<file path="src/hw/rtl/gdi_pkg.sv">
package gdi_pkg;

  localparam int YEAR_W   = 14;
  localparam int MONTH_W  = 4;
  localparam int DAY_W    = 5;
  localparam int WDAY_W   = 3;
  localparam int MLEN_W   = 5;
  localparam int ORD_W    = 9;
  localparam int YLEN_W   = 9;
  localparam int WEEK_W   = 6;
  localparam int SUM_W    = 16;

  localparam int CFG_IDX_W = 1;

  typedef enum logic [CFG_IDX_W-1:0] {
    CFG_MIN_YEAR = 1'b0,
    CFG_MAX_YEAR = 1'b1
  } cfg_idx_t;

  localparam logic [YEAR_W-1:0] MIN_YEAR_RST = 14'd1600;
  localparam logic [YEAR_W-1:0] MAX_YEAR_RST = 14'd6399;

  // proleptic offset: (year - 1) + 400 keeps the weekday sum non-negative
  localparam logic [YEAR_W:0] YEAR_OFS = 15'd399;

  // floor(x / 100) = (x * 5243) >> 19, exact for x below 2**15
  localparam logic [12:0] RECIP_100 = 13'd5243;
  localparam int          SHIFT_100 = 19;

  // floor(x / 7) = (x * 293) >> 11, exact for x below 400
  localparam logic [8:0]  RECIP_7   = 9'd293;
  localparam int          SHIFT_7   = 11;

  // days before the start of month idx (idx 0 is January), idx 12 is the year length
  function automatic logic [ORD_W-1:0] cum_days(input logic lp, input logic [MONTH_W-1:0] idx);
    logic [ORD_W-1:0] v;
    logic [ORD_W-1:0] adj;
    adj = (lp && idx >= 4'd2) ? 9'd1 : 9'd0;
    case (idx)
      4'd0:    v = 9'd0;
      4'd1:    v = 9'd31;
      4'd2:    v = 9'd59;
      4'd3:    v = 9'd90;
      4'd4:    v = 9'd120;
      4'd5:    v = 9'd151;
      4'd6:    v = 9'd181;
      4'd7:    v = 9'd212;
      4'd8:    v = 9'd243;
      4'd9:    v = 9'd273;
      4'd10:   v = 9'd304;
      4'd11:   v = 9'd334;
      4'd12:   v = 9'd365;
      default: v = 9'd0;
    endcase
    if (idx > 4'd12) begin
      adj = 9'd0;
    end
    return v + adj;
  endfunction

endpackage

</file>
<file path="src/hw/rtl/gdi_if.sv">
interface gdi_in_if;
  import gdi_pkg::*;

  logic               valid;
  logic               ready;
  logic [YEAR_W-1:0]  year;
  logic [MONTH_W-1:0] month;
  logic [DAY_W-1:0]   day;

  modport source (output valid, output year, output month, output day, input ready);
  modport sink   (input valid, input year, input month, input day, output ready);
endinterface

interface gdi_out_if;
  import gdi_pkg::*;

  logic              valid;
  logic              ready;
  logic              valid_res;
  logic              leap;
  logic [WDAY_W-1:0] weekday;
  logic [MLEN_W-1:0] month_length;
  logic [ORD_W-1:0]  ordinal;
  logic [YLEN_W-1:0] year_length;
  logic [WEEK_W-1:0] week_number;

  modport source (
    output valid, output valid_res, output leap, output weekday, output month_length,
    output ordinal, output year_length, output week_number, input ready
  );
  modport sink (
    input valid, input valid_res, input leap, input weekday, input month_length,
    input ordinal, input year_length, input week_number, output ready
  );
endinterface

</file>
<file path="src/hw/rtl/gdi_mod7.sv">
module gdi_mod7 (
  input  logic [gdi_pkg::SUM_W-1:0]  val,
  output logic [gdi_pkg::WDAY_W-1:0] rem
);
  import gdi_pkg::*;

  // 8 is 1 mod 7, so octal digits can be summed
  logic [5:0] fold1;
  logic [3:0] fold2;

  always_comb begin
    fold1 = 6'(val[2:0]) + 6'(val[5:3]) + 6'(val[8:6]) + 6'(val[11:9])
          + 6'(val[14:12]) + 6'(val[15]);
    fold2 = 4'(fold1[2:0]) + 4'(fold1[5:3]);
    rem   = (fold2 >= 4'd7) ? 3'(fold2 - 4'd7) : fold2[2:0];
  end

endmodule

</file>
<file path="src/hw/rtl/gregorian_date_info.sv">
// gregorian date check with leap flag, weekday, month length, day of year and week of year
// throughput: one item per cycle while the output is not stalled; set by the six-stage
// pipeline, at most one reciprocal multiply a stage
// each stage holds its item only while the stage after it is full and stalled
// reset (rst_n low, synchronous): pipeline emptied, min_year 1600, max_year 6399
module gregorian_date_info (
  input  logic                            clk,
  input  logic                            rst_n,
  gdi_in_if.sink                          in_chan,
  gdi_out_if.source                       out_chan,
  input  logic                            cfg_we,
  input  logic [gdi_pkg::CFG_IDX_W-1:0]   cfg_index,
  input  logic [gdi_pkg::YEAR_W-1:0]      cfg_wdata
);
  import gdi_pkg::*;

  // configuration registers
  logic [YEAR_W-1:0] min_year_r;
  logic [YEAR_W-1:0] max_year_r;

  always_ff @(posedge clk) begin
    if (!rst_n) begin
      min_year_r <= MIN_YEAR_RST;
      max_year_r <= MAX_YEAR_RST;
    end else if (cfg_we) begin
      unique case (cfg_idx_t'(cfg_index))
        CFG_MIN_YEAR: min_year_r <= cfg_wdata;
        CFG_MAX_YEAR: max_year_r <= cfg_wdata;
        default: ;
      endcase
    end
  end

  // stage valid bits and per-stage load enables; a stage loads when it is empty
  // or when the stage after it moves on, so bubbles are squeezed out
  logic [6:1] v_r;
  logic [6:1] en;

  always_comb begin
    en[6] = !v_r[6] || out_chan.ready;
    en[5] = !v_r[5] || en[6];
    en[4] = !v_r[4] || en[5];
    en[3] = !v_r[3] || en[4];
    en[2] = !v_r[2] || en[3];
    en[1] = !v_r[1] || en[2];
  end

  assign in_chan.ready = en[1];

  always_ff @(posedge clk) begin
    if (!rst_n) begin
      v_r <= '0;
    end else begin
      if (en[1]) v_r[1] <= in_chan.valid;
      if (en[2]) v_r[2] <= v_r[1];
      if (en[3]) v_r[3] <= v_r[2];
      if (en[4]) v_r[4] <= v_r[3];
      if (en[5]) v_r[5] <= v_r[4];
      if (en[6]) v_r[6] <= v_r[5];
    end
  end

  // ---------------------------------------------------------------------------
  // stage 1: year limit check, offset year, reciprocal multiply for year / 100
  logic [YEAR_W:0]    p_nxt;
  logic [26:0]        prod_y_nxt;
  logic               year_ok_nxt;

  logic [YEAR_W-1:0]  s1_y_r;
  logic [YEAR_W:0]    s1_p_r;
  logic [MONTH_W-1:0] s1_m_r;
  logic [DAY_W-1:0]   s1_d_r;
  logic [26:0]        s1_prod_y_r;
  logic               s1_year_ok_r;

  always_comb begin
    p_nxt       = {1'b0, in_chan.year} + YEAR_OFS;
    prod_y_nxt  = 27'(in_chan.year) * 27'(RECIP_100);
    year_ok_nxt = (in_chan.year >= min_year_r) && (in_chan.year <= max_year_r);
  end

  always_ff @(posedge clk) begin
    if (en[1]) begin
      s1_y_r       <= in_chan.year;
      s1_p_r       <= p_nxt;
      s1_m_r       <= in_chan.month;
      s1_d_r       <= in_chan.day;
      s1_prod_y_r  <= prod_y_nxt;
      s1_year_ok_r <= year_ok_nxt;
    end
  end

  // ---------------------------------------------------------------------------
  // stage 2: leap rule from year / 100 and year % 100, month check, multiply for p / 100
  logic [7:0]         qy;
  logic [YEAR_W-1:0]  r100;
  logic               leap_nxt;
  logic [27:0]        prod_p_nxt;
  logic               month_ok_nxt;

  logic [YEAR_W:0]    s2_p_r;
  logic [MONTH_W-1:0] s2_m_r;
  logic [DAY_W-1:0]   s2_d_r;
  logic [27:0]        s2_prod_p_r;
  logic               s2_leap_r;
  logic               s2_ym_ok_r;

  always_comb begin
    qy           = s1_prod_y_r[SHIFT_100 +: 8];
    r100         = s1_y_r - 14'({6'd0, qy} * 14'd100);
    // divisible by 4 but not 100, or divisible by 400
    leap_nxt     = ((s1_y_r[1:0] == 2'd0) && (r100 != '0))
                || ((r100 == '0) && (qy[1:0] == 2'd0));
    prod_p_nxt   = 28'(s1_p_r) * 28'(RECIP_100);
    month_ok_nxt = (s1_m_r >= 4'd1) && (s1_m_r <= 4'd12);
  end

  always_ff @(posedge clk) begin
    if (en[2]) begin
      s2_p_r      <= s1_p_r;
      s2_m_r      <= s1_m_r;
      s2_d_r      <= s1_d_r;
      s2_prod_p_r <= prod_p_nxt;
      s2_leap_r   <= leap_nxt;
      s2_ym_ok_r  <= s1_year_ok_r && month_ok_nxt;
    end
  end

  // ---------------------------------------------------------------------------
  // stage 3: weekday year sum p + p/4 - p/100 + p/400 + 1, month offsets
  logic [7:0]         q100;
  logic [SUM_W-1:0]   sum_nxt;
  logic [ORD_W-1:0]   cum_lo;
  logic [ORD_W-1:0]   cum_hi;
  logic [ORD_W-1:0]   mlen_full;

  logic [SUM_W-1:0]   s3_sum_r;
  logic [ORD_W-1:0]   s3_lo_r;
  logic [MLEN_W-1:0]  s3_mlen_r;
  logic [DAY_W-1:0]   s3_d_r;
  logic               s3_leap_r;
  logic               s3_ym_ok_r;

  always_comb begin
    q100      = s2_prod_p_r[SHIFT_100 +: 8];
    sum_nxt   = 16'(s2_p_r) + 16'(s2_p_r >> 2) - 16'(q100) + 16'(q100 >> 2) + 16'd1;
    // an index past the end (above 12) reads zero; month 0 wraps to index 15
    cum_lo    = cum_days(s2_leap_r, s2_m_r - 4'd1);
    cum_hi    = cum_days(s2_leap_r, s2_m_r);
    mlen_full = cum_hi - cum_lo;
  end

  always_ff @(posedge clk) begin
    if (en[3]) begin
      s3_sum_r   <= sum_nxt;
      s3_lo_r    <= cum_lo;
      s3_mlen_r  <= mlen_full[MLEN_W-1:0];
      s3_d_r     <= s2_d_r;
      s3_leap_r  <= s2_leap_r;
      s3_ym_ok_r <= s2_ym_ok_r;
    end
  end

  // ---------------------------------------------------------------------------
  // stage 4: day check, ordinal and weekday sum of the date
  logic [ORD_W-1:0]   ord_nxt;
  logic               day_ok_nxt;

  logic [SUM_W-1:0]   s4_sum0_r;
  logic [SUM_W-1:0]   s4_sum1_r;
  logic [ORD_W-1:0]   s4_ord_r;
  logic [MLEN_W-1:0]  s4_mlen_r;
  logic               s4_leap_r;
  logic               s4_ok_r;

  always_comb begin
    ord_nxt    = s3_lo_r + 9'(s3_d_r) - 9'd1;
    day_ok_nxt = (s3_d_r != '0) && (s3_d_r <= s3_mlen_r);
  end

  always_ff @(posedge clk) begin
    if (en[4]) begin
      s4_sum0_r <= s3_sum_r;
      s4_sum1_r <= s3_sum_r + 16'(ord_nxt);
      s4_ord_r  <= ord_nxt;
      s4_mlen_r <= s3_mlen_r;
      s4_leap_r <= s3_leap_r;
      s4_ok_r   <= s3_ym_ok_r && day_ok_nxt;
    end
  end

  // ---------------------------------------------------------------------------
  // stage 5: weekday of january 1 and of the date, both mod 7
  logic [WDAY_W-1:0]  base_wd;
  logic [WDAY_W-1:0]  date_wd;

  logic [ORD_W-1:0]   s5_x_r;
  logic [WDAY_W-1:0]  s5_wd_r;
  logic [ORD_W-1:0]   s5_ord_r;
  logic [MLEN_W-1:0]  s5_mlen_r;
  logic               s5_leap_r;
  logic               s5_ok_r;

  gdi_mod7 u_mod7_base (
    .val (s4_sum0_r),
    .rem (base_wd)
  );

  gdi_mod7 u_mod7_date (
    .val (s4_sum1_r),
    .rem (date_wd)
  );

  always_ff @(posedge clk) begin
    if (en[5]) begin
      s5_x_r    <= s4_ord_r + 9'(base_wd);
      s5_wd_r   <= date_wd;
      s5_ord_r  <= s4_ord_r;
      s5_mlen_r <= s4_mlen_r;
      s5_leap_r <= s4_leap_r;
      s5_ok_r   <= s4_ok_r;
    end
  end

  // ---------------------------------------------------------------------------
  // stage 6: week number and output register; an invalid date gives all zeros
  logic [17:0]        wk_prod;
  logic [WEEK_W-1:0]  week_nxt;

  logic               o_ok_r;
  logic               o_leap_r;
  logic [WDAY_W-1:0]  o_wd_r;
  logic [MLEN_W-1:0]  o_mlen_r;
  logic [ORD_W-1:0]   o_ord_r;
  logic [YLEN_W-1:0]  o_ylen_r;
  logic [WEEK_W-1:0]  o_week_r;

  always_comb begin
    wk_prod  = 18'(s5_x_r) * 18'(RECIP_7);
    week_nxt = 6'(wk_prod[17:SHIFT_7]) + 6'd1;
  end

  always_ff @(posedge clk) begin
    if (en[6]) begin
      o_ok_r   <= s5_ok_r;
      o_leap_r <= s5_ok_r && s5_leap_r;
      o_wd_r   <= s5_ok_r ? s5_wd_r   : '0;
      o_mlen_r <= s5_ok_r ? s5_mlen_r : '0;
      o_ord_r  <= s5_ok_r ? s5_ord_r  : '0;
      o_ylen_r <= s5_ok_r ? (s5_leap_r ? 9'd366 : 9'd365) : '0;
      o_week_r <= s5_ok_r ? week_nxt  : '0;
    end
  end

  assign out_chan.valid        = v_r[6];
  assign out_chan.valid_res    = o_ok_r;
  assign out_chan.leap         = o_leap_r;
  assign out_chan.weekday      = o_wd_r;
  assign out_chan.month_length = o_mlen_r;
  assign out_chan.ordinal      = o_ord_r;
  assign out_chan.year_length  = o_ylen_r;
  assign out_chan.week_number  = o_week_r;

endmodule

</file>
<file path="src/flat_wrapper.sv">
// flat-port wrapper written by rule: the top's interface ports become plain ports
module gregorian_date_info_flat import gdi_pkg::*;
  (clk, rst_n, cfg_we, cfg_index, cfg_wdata, in_chan_valid, in_chan_year, in_chan_month, in_chan_day, in_chan_ready, out_chan_valid, out_chan_valid_res, out_chan_leap, out_chan_weekday, out_chan_month_length, out_chan_ordinal, out_chan_year_length, out_chan_week_number, out_chan_ready);
  gdi_in_if in_chan_i ();
  gdi_out_if out_chan_i ();
  input  logic clk;
  input  logic rst_n;
  input  logic cfg_we;
  input  logic [gdi_pkg::CFG_IDX_W-1:0] cfg_index;
  input  logic [gdi_pkg::YEAR_W-1:0] cfg_wdata;
  input wire logic [$bits(in_chan_i.valid)-1:0] in_chan_valid;
  input wire logic [$bits(in_chan_i.year)-1:0] in_chan_year;
  input wire logic [$bits(in_chan_i.month)-1:0] in_chan_month;
  input wire logic [$bits(in_chan_i.day)-1:0] in_chan_day;
  output wire logic [$bits(in_chan_i.ready)-1:0] in_chan_ready;
  output wire logic [$bits(out_chan_i.valid)-1:0] out_chan_valid;
  output wire logic [$bits(out_chan_i.valid_res)-1:0] out_chan_valid_res;
  output wire logic [$bits(out_chan_i.leap)-1:0] out_chan_leap;
  output wire logic [$bits(out_chan_i.weekday)-1:0] out_chan_weekday;
  output wire logic [$bits(out_chan_i.month_length)-1:0] out_chan_month_length;
  output wire logic [$bits(out_chan_i.ordinal)-1:0] out_chan_ordinal;
  output wire logic [$bits(out_chan_i.year_length)-1:0] out_chan_year_length;
  output wire logic [$bits(out_chan_i.week_number)-1:0] out_chan_week_number;
  input wire logic [$bits(out_chan_i.ready)-1:0] out_chan_ready;
  assign in_chan_i.valid = in_chan_valid;
  assign in_chan_i.year = in_chan_year;
  assign in_chan_i.month = in_chan_month;
  assign in_chan_i.day = in_chan_day;
  assign in_chan_ready = in_chan_i.ready;
  assign out_chan_valid = out_chan_i.valid;
  assign out_chan_valid_res = out_chan_i.valid_res;
  assign out_chan_leap = out_chan_i.leap;
  assign out_chan_weekday = out_chan_i.weekday;
  assign out_chan_month_length = out_chan_i.month_length;
  assign out_chan_ordinal = out_chan_i.ordinal;
  assign out_chan_year_length = out_chan_i.year_length;
  assign out_chan_week_number = out_chan_i.week_number;
  assign out_chan_i.ready = out_chan_ready;
  gregorian_date_info u_core (.clk(clk), .rst_n(rst_n), .in_chan(in_chan_i), .out_chan(out_chan_i), .cfg_we(cfg_we), .cfg_index(cfg_index), .cfg_wdata(cfg_wdata));
endmodule
</file>
<file path="config.mk">
export PLATFORM = sky130hd
export DESIGN_NAME = gregorian_date_info_flat
export DESIGN_NICKNAME = d
export VERILOG_FILES = /design/src/hw/rtl/gdi_pkg.sv /design/src/hw/rtl/gdi_if.sv /design/src/hw/rtl/gdi_mod7.sv /design/src/hw/rtl/gregorian_date_info.sv /design/src/flat_wrapper.sv
export SDC_FILE = /design/constraint.sdc
export NUM_CORES = 1
export LEC_CHECK = 0
export ABC_AREA = 1
export BUFFER_PORTS_ARGS = -buffer_cell sky130_fd_sc_hd__buf_2
export CORE_ASPECT_RATIO = 0.7
export CORE_MARGIN = 10
export CORE_UTILIZATION = 35
export DETAILED_ROUTE_END_ITERATION = 10
export SETUP_SLACK_MARGIN = 0.3
export SLEW_MARGIN = 5
export SYNTH_ARGS = -nofsm -noshare
export SYNTH_HDL_FRONTEND = slang
export SYNTH_SLANG_ARGS = --single-unit
</file>
<file path="constraint.sdc">
create_clock -name clk -period 5.51 [get_ports clk]
set_clock_uncertainty 0.2 [all_clocks]
set_input_delay 0.2755 -clock clk [delete_from_list [all_inputs] [get_ports clk]]
set_output_delay 0.2755 -clock clk [all_outputs]
set_load 0.1 [all_outputs]
</file>
==> impl_metrics.toml <==
[floorplanning]
dieArea_sq_um = 79400
die_h_microns = 239
ios = 79
num_rows = 80
core_area_sq_um = 67900
die_w_microns = 332
floorplan.initialDensity_pct = 35.2

[global_routing]
grt_overflow_total = 0
grt_first_pass_wirelength_mm = 86.8
grt_pass1_vias = 15700
antenna_found_initial = 3
grt_max_degree = 50
grt_usage_pct = 13.4

[drt]
drcViolationCount = 0
vias = 16500
drtIter0Drc = 1103
antenna_left = 0
vias_per_cell = 4.56
wl_mm = 53.2
drtPass1Iterations = 5
avgRoutedWirePerCell_microns = 14.7

[timing]
fin_tns_setup_ns = -0.618
setup_viol_count_final = 5
slew_headroom_pct = 27.9
fin_hold_ws_ns = 0.0343
finalCriticalPeriod_ns = 5.70
final-hold-violation-count = 0
tightest_slew_ns = 1.08
drv_slew = 0
rsz0062_at_grt = "true"
finalCritPeriodShare_pct = 104
max_clock_freq_ghz = 0.175
fin_ws_ns = -0.193

[critical_path]
r2r_end = "u_core.s5_x_r[8]$_DFFE_PP_"
cp-end-kind = "register"
critPathLaunch = "u_core.s4_sum0_r[0]$_DFFE_PP_"
r2r_cells = 23
ff2ff_setup_slack_ns = -0.19
crit_path_max_fanout = 3
start_kind = "register"
r2r_start = "u_core.s4_sum0_r[0]$_DFFE_PP_"
crit_arrival_ns = 5.84
setup.worst_path.class = "reg -> reg"
worst_ep_required_time_ns = 5.65

[final_layout]
final_cell_mix = "inv_1 (634), ha_1 (412), nand2_1 (374)"
final_common_cell = "inv_1"
nets = 3320
instances_no_fill = 3607
drive_gt1_share_pct = 7.21
fill_cells = 6753
seq_area_sq_um = 7450
multi_input_area_sq_um = 14100
area_growth_pct = 13.0

[hold_path]
hold_depth = 3
hold_path.class = "in -> reg"
holdPathEnd = "u_core.max_year_r[13]$_SDFFE_PN0P_"
hold_start = "cfg_we"

[logic_synthesis]
synth_area_leaders = "edfxtp_1 (28%), ha_1 (22%), fa_1 (15%), inv_1 (10%), nand2_1 (5.9%)"
synth_top_area_share_pct = 27.9
synth-seq-cells = 261
seq_area_frac_synth_pct = 31.1
avgSynthCellArea_sq_um = 9.46
netlist_area_sq_um = 23900
ys.flop_type = "edfxtp_1"
ys_warn_count = 0
synth_edf_count = 222
yosys.cell_types.count = 50
synth_top_area_cell = "edfxtp_1"
async_flop_share_pct = 0
synthCells = 2527

[clocking]
cts_tree = "done"
clock_path_buffers = 3
path_clk_slew_ns = 0.07
cts_sinks = 261
worstSkewPairLatency_ns = 0.59
cts_root_buffer = "clkbuf_16"
cts_buffers = 29
cts.htree.levels = 1

[outcome]
failed_checks = "negative setup slack"
status = "finished, violations left"

[place]
dpl.hpwl_mm = 43.3
finalWeightedCongestion = 0.863
place_inst = 3501
place_ws_ns = -0.377
place.port_buffers = 76

[flow_run]
cap_violations = 0
==> synth_stat cells, drive strengths merged, types with 3 or more instances <==
cell    number
nand3       81
a21o        16
edfxtp     222
a21oi      122
fa         177
a21boi       5
buf          7
o211ai      18
clkbuf       7
o21a         3
inv        641
nor4         8
o21ai       78
nand4       29
nand3b       3
ha         418
a31oi       11
or2          3
xnor2       27
nor2       106
o31ai        6
o21bai       8
a211oi       4
dfxtp       39
xor2        72
nor3        16
nand2      388
==> registers in the layout, summed over array words and instances, names as in the netlist, 9 cells and up, named ones only <==
register / flops
u_core.s5_x_r: 9
u_core.s3_lo_r: 9
u_core.out_chan.ordinal: 9
u_core.s4_sum1_r: 16
u_core.min_year_r: 14
u_core.s5_ord_r: 9
u_core.max_year_r: 14
u_core.s1_prod_y_r: 9
u_core.s4_ord_r: 9
u_core.s4_sum0_r: 16
u_core.s1_y_r: 13
u_core.s2_prod_p_r: 9
u_core.s3_sum_r: 16
u_core.s1_p_r: 15
u_core.s2_p_r: 14
==> critical path: stages, from the launching register on <==
cell and delay (ns):
edfxtp_1 0.37, ha_2 0.21, fa_1 0.42, xnor2_2 0.17, fa_1 0.43, inv_1 0.08, fa_2 0.46, fa_2 0.42
xor2_1 0.18, ha_2 0.18, inv_2 0.06, fa_2 0.45, inv_2 0.09, ha_4 0.14, inv_4 0.04, o21ai_4 0.17
xor2_2 0.15, ha_2 0.20, inv_2 0.04, fa_2 0.35, o21bai_4 0.15, nand4_1 0.15, nor3_2 0.24, xor2_1 0.09
==> repair_timing <==
action / in CTS / in global routing
pin swaps: 0 / 11
hold buffers: 44 / 0
buffers inserted: 2 / 6
gates resized for setup: 4 / 21
hold endpoints to repair: 53 / 0
setup endpoints to repair: 8 / 9
==> metal layers <==
layer  vias up  routed length (microns)  share of wire (%)  track usage, %
met3        40                     3310                6.2            2.71
li1       8435                        -                  -               -
met1      7657                    29400                 55            21.9
met4         0                      471               0.89            1.58
met5         -                        0                  0               0
met2       322                    20000                 38            17.9
==> worst max path at each step <==
| stage | slack, ns | to |
|---|---|---|
| after floorplan | 0.08 | u_core.s5_x_r[8]$_DFFE_PP_ |
| after global placement | -0.19 | u_core.s5_x_r[8]$_DFFE_PP_ |
| after detailed placement | -0.38 | u_core.s5_x_r[8]$_DFFE_PP_ |
| after CTS | -0.25 | u_core.s5_x_r[6]$_DFFE_PP_ |
| after global routing | -0.40 | u_core.s5_x_r[8]$_DFFE_PP_ |
| final | -0.19 | u_core.s5_x_r[8]$_DFFE_PP_ |
==> layout make-up <==
type | count | area share [%]
sequential | 261 | 27.6
antenna | 1 | 0.00926
inverter | 642 | 8.93
clock buffer | 36 | 2.90
tap | 902 | 4.18
timing repair buffer | 137 | 3.52
clock inverter | 17 | 0.662
multi-input combinational | 1611 | 52.2
==> stage by stage <==
step / cell area, sq um / util, %
CTS: 26900 / 39.6
floorplan: 23900 / -
finish: 27000 / 39.8
global placement: 25400 / 37.5
detailed placement: 25400 / 37.5
global route: 27000 / 39.8
==> kinds of logic after synthesis <==
logic type,Yosys count,synth area share [%]
AND/OR/NAND/NOR,635,11.4
flip-flops,261,31.1
other,1,0.0157
XOR/XNOR,99,3.63
buffers and inverters,656,10.4
multiplexers,1,0.0471
adder cells (fa/ha/maj),595,36.7
AO/OA/AOI/OAI,279,6.74
Power is left out: the tool's default activity adds up to more than one toggle a clock period on the data nets, which glitch-free logic cannot reach.
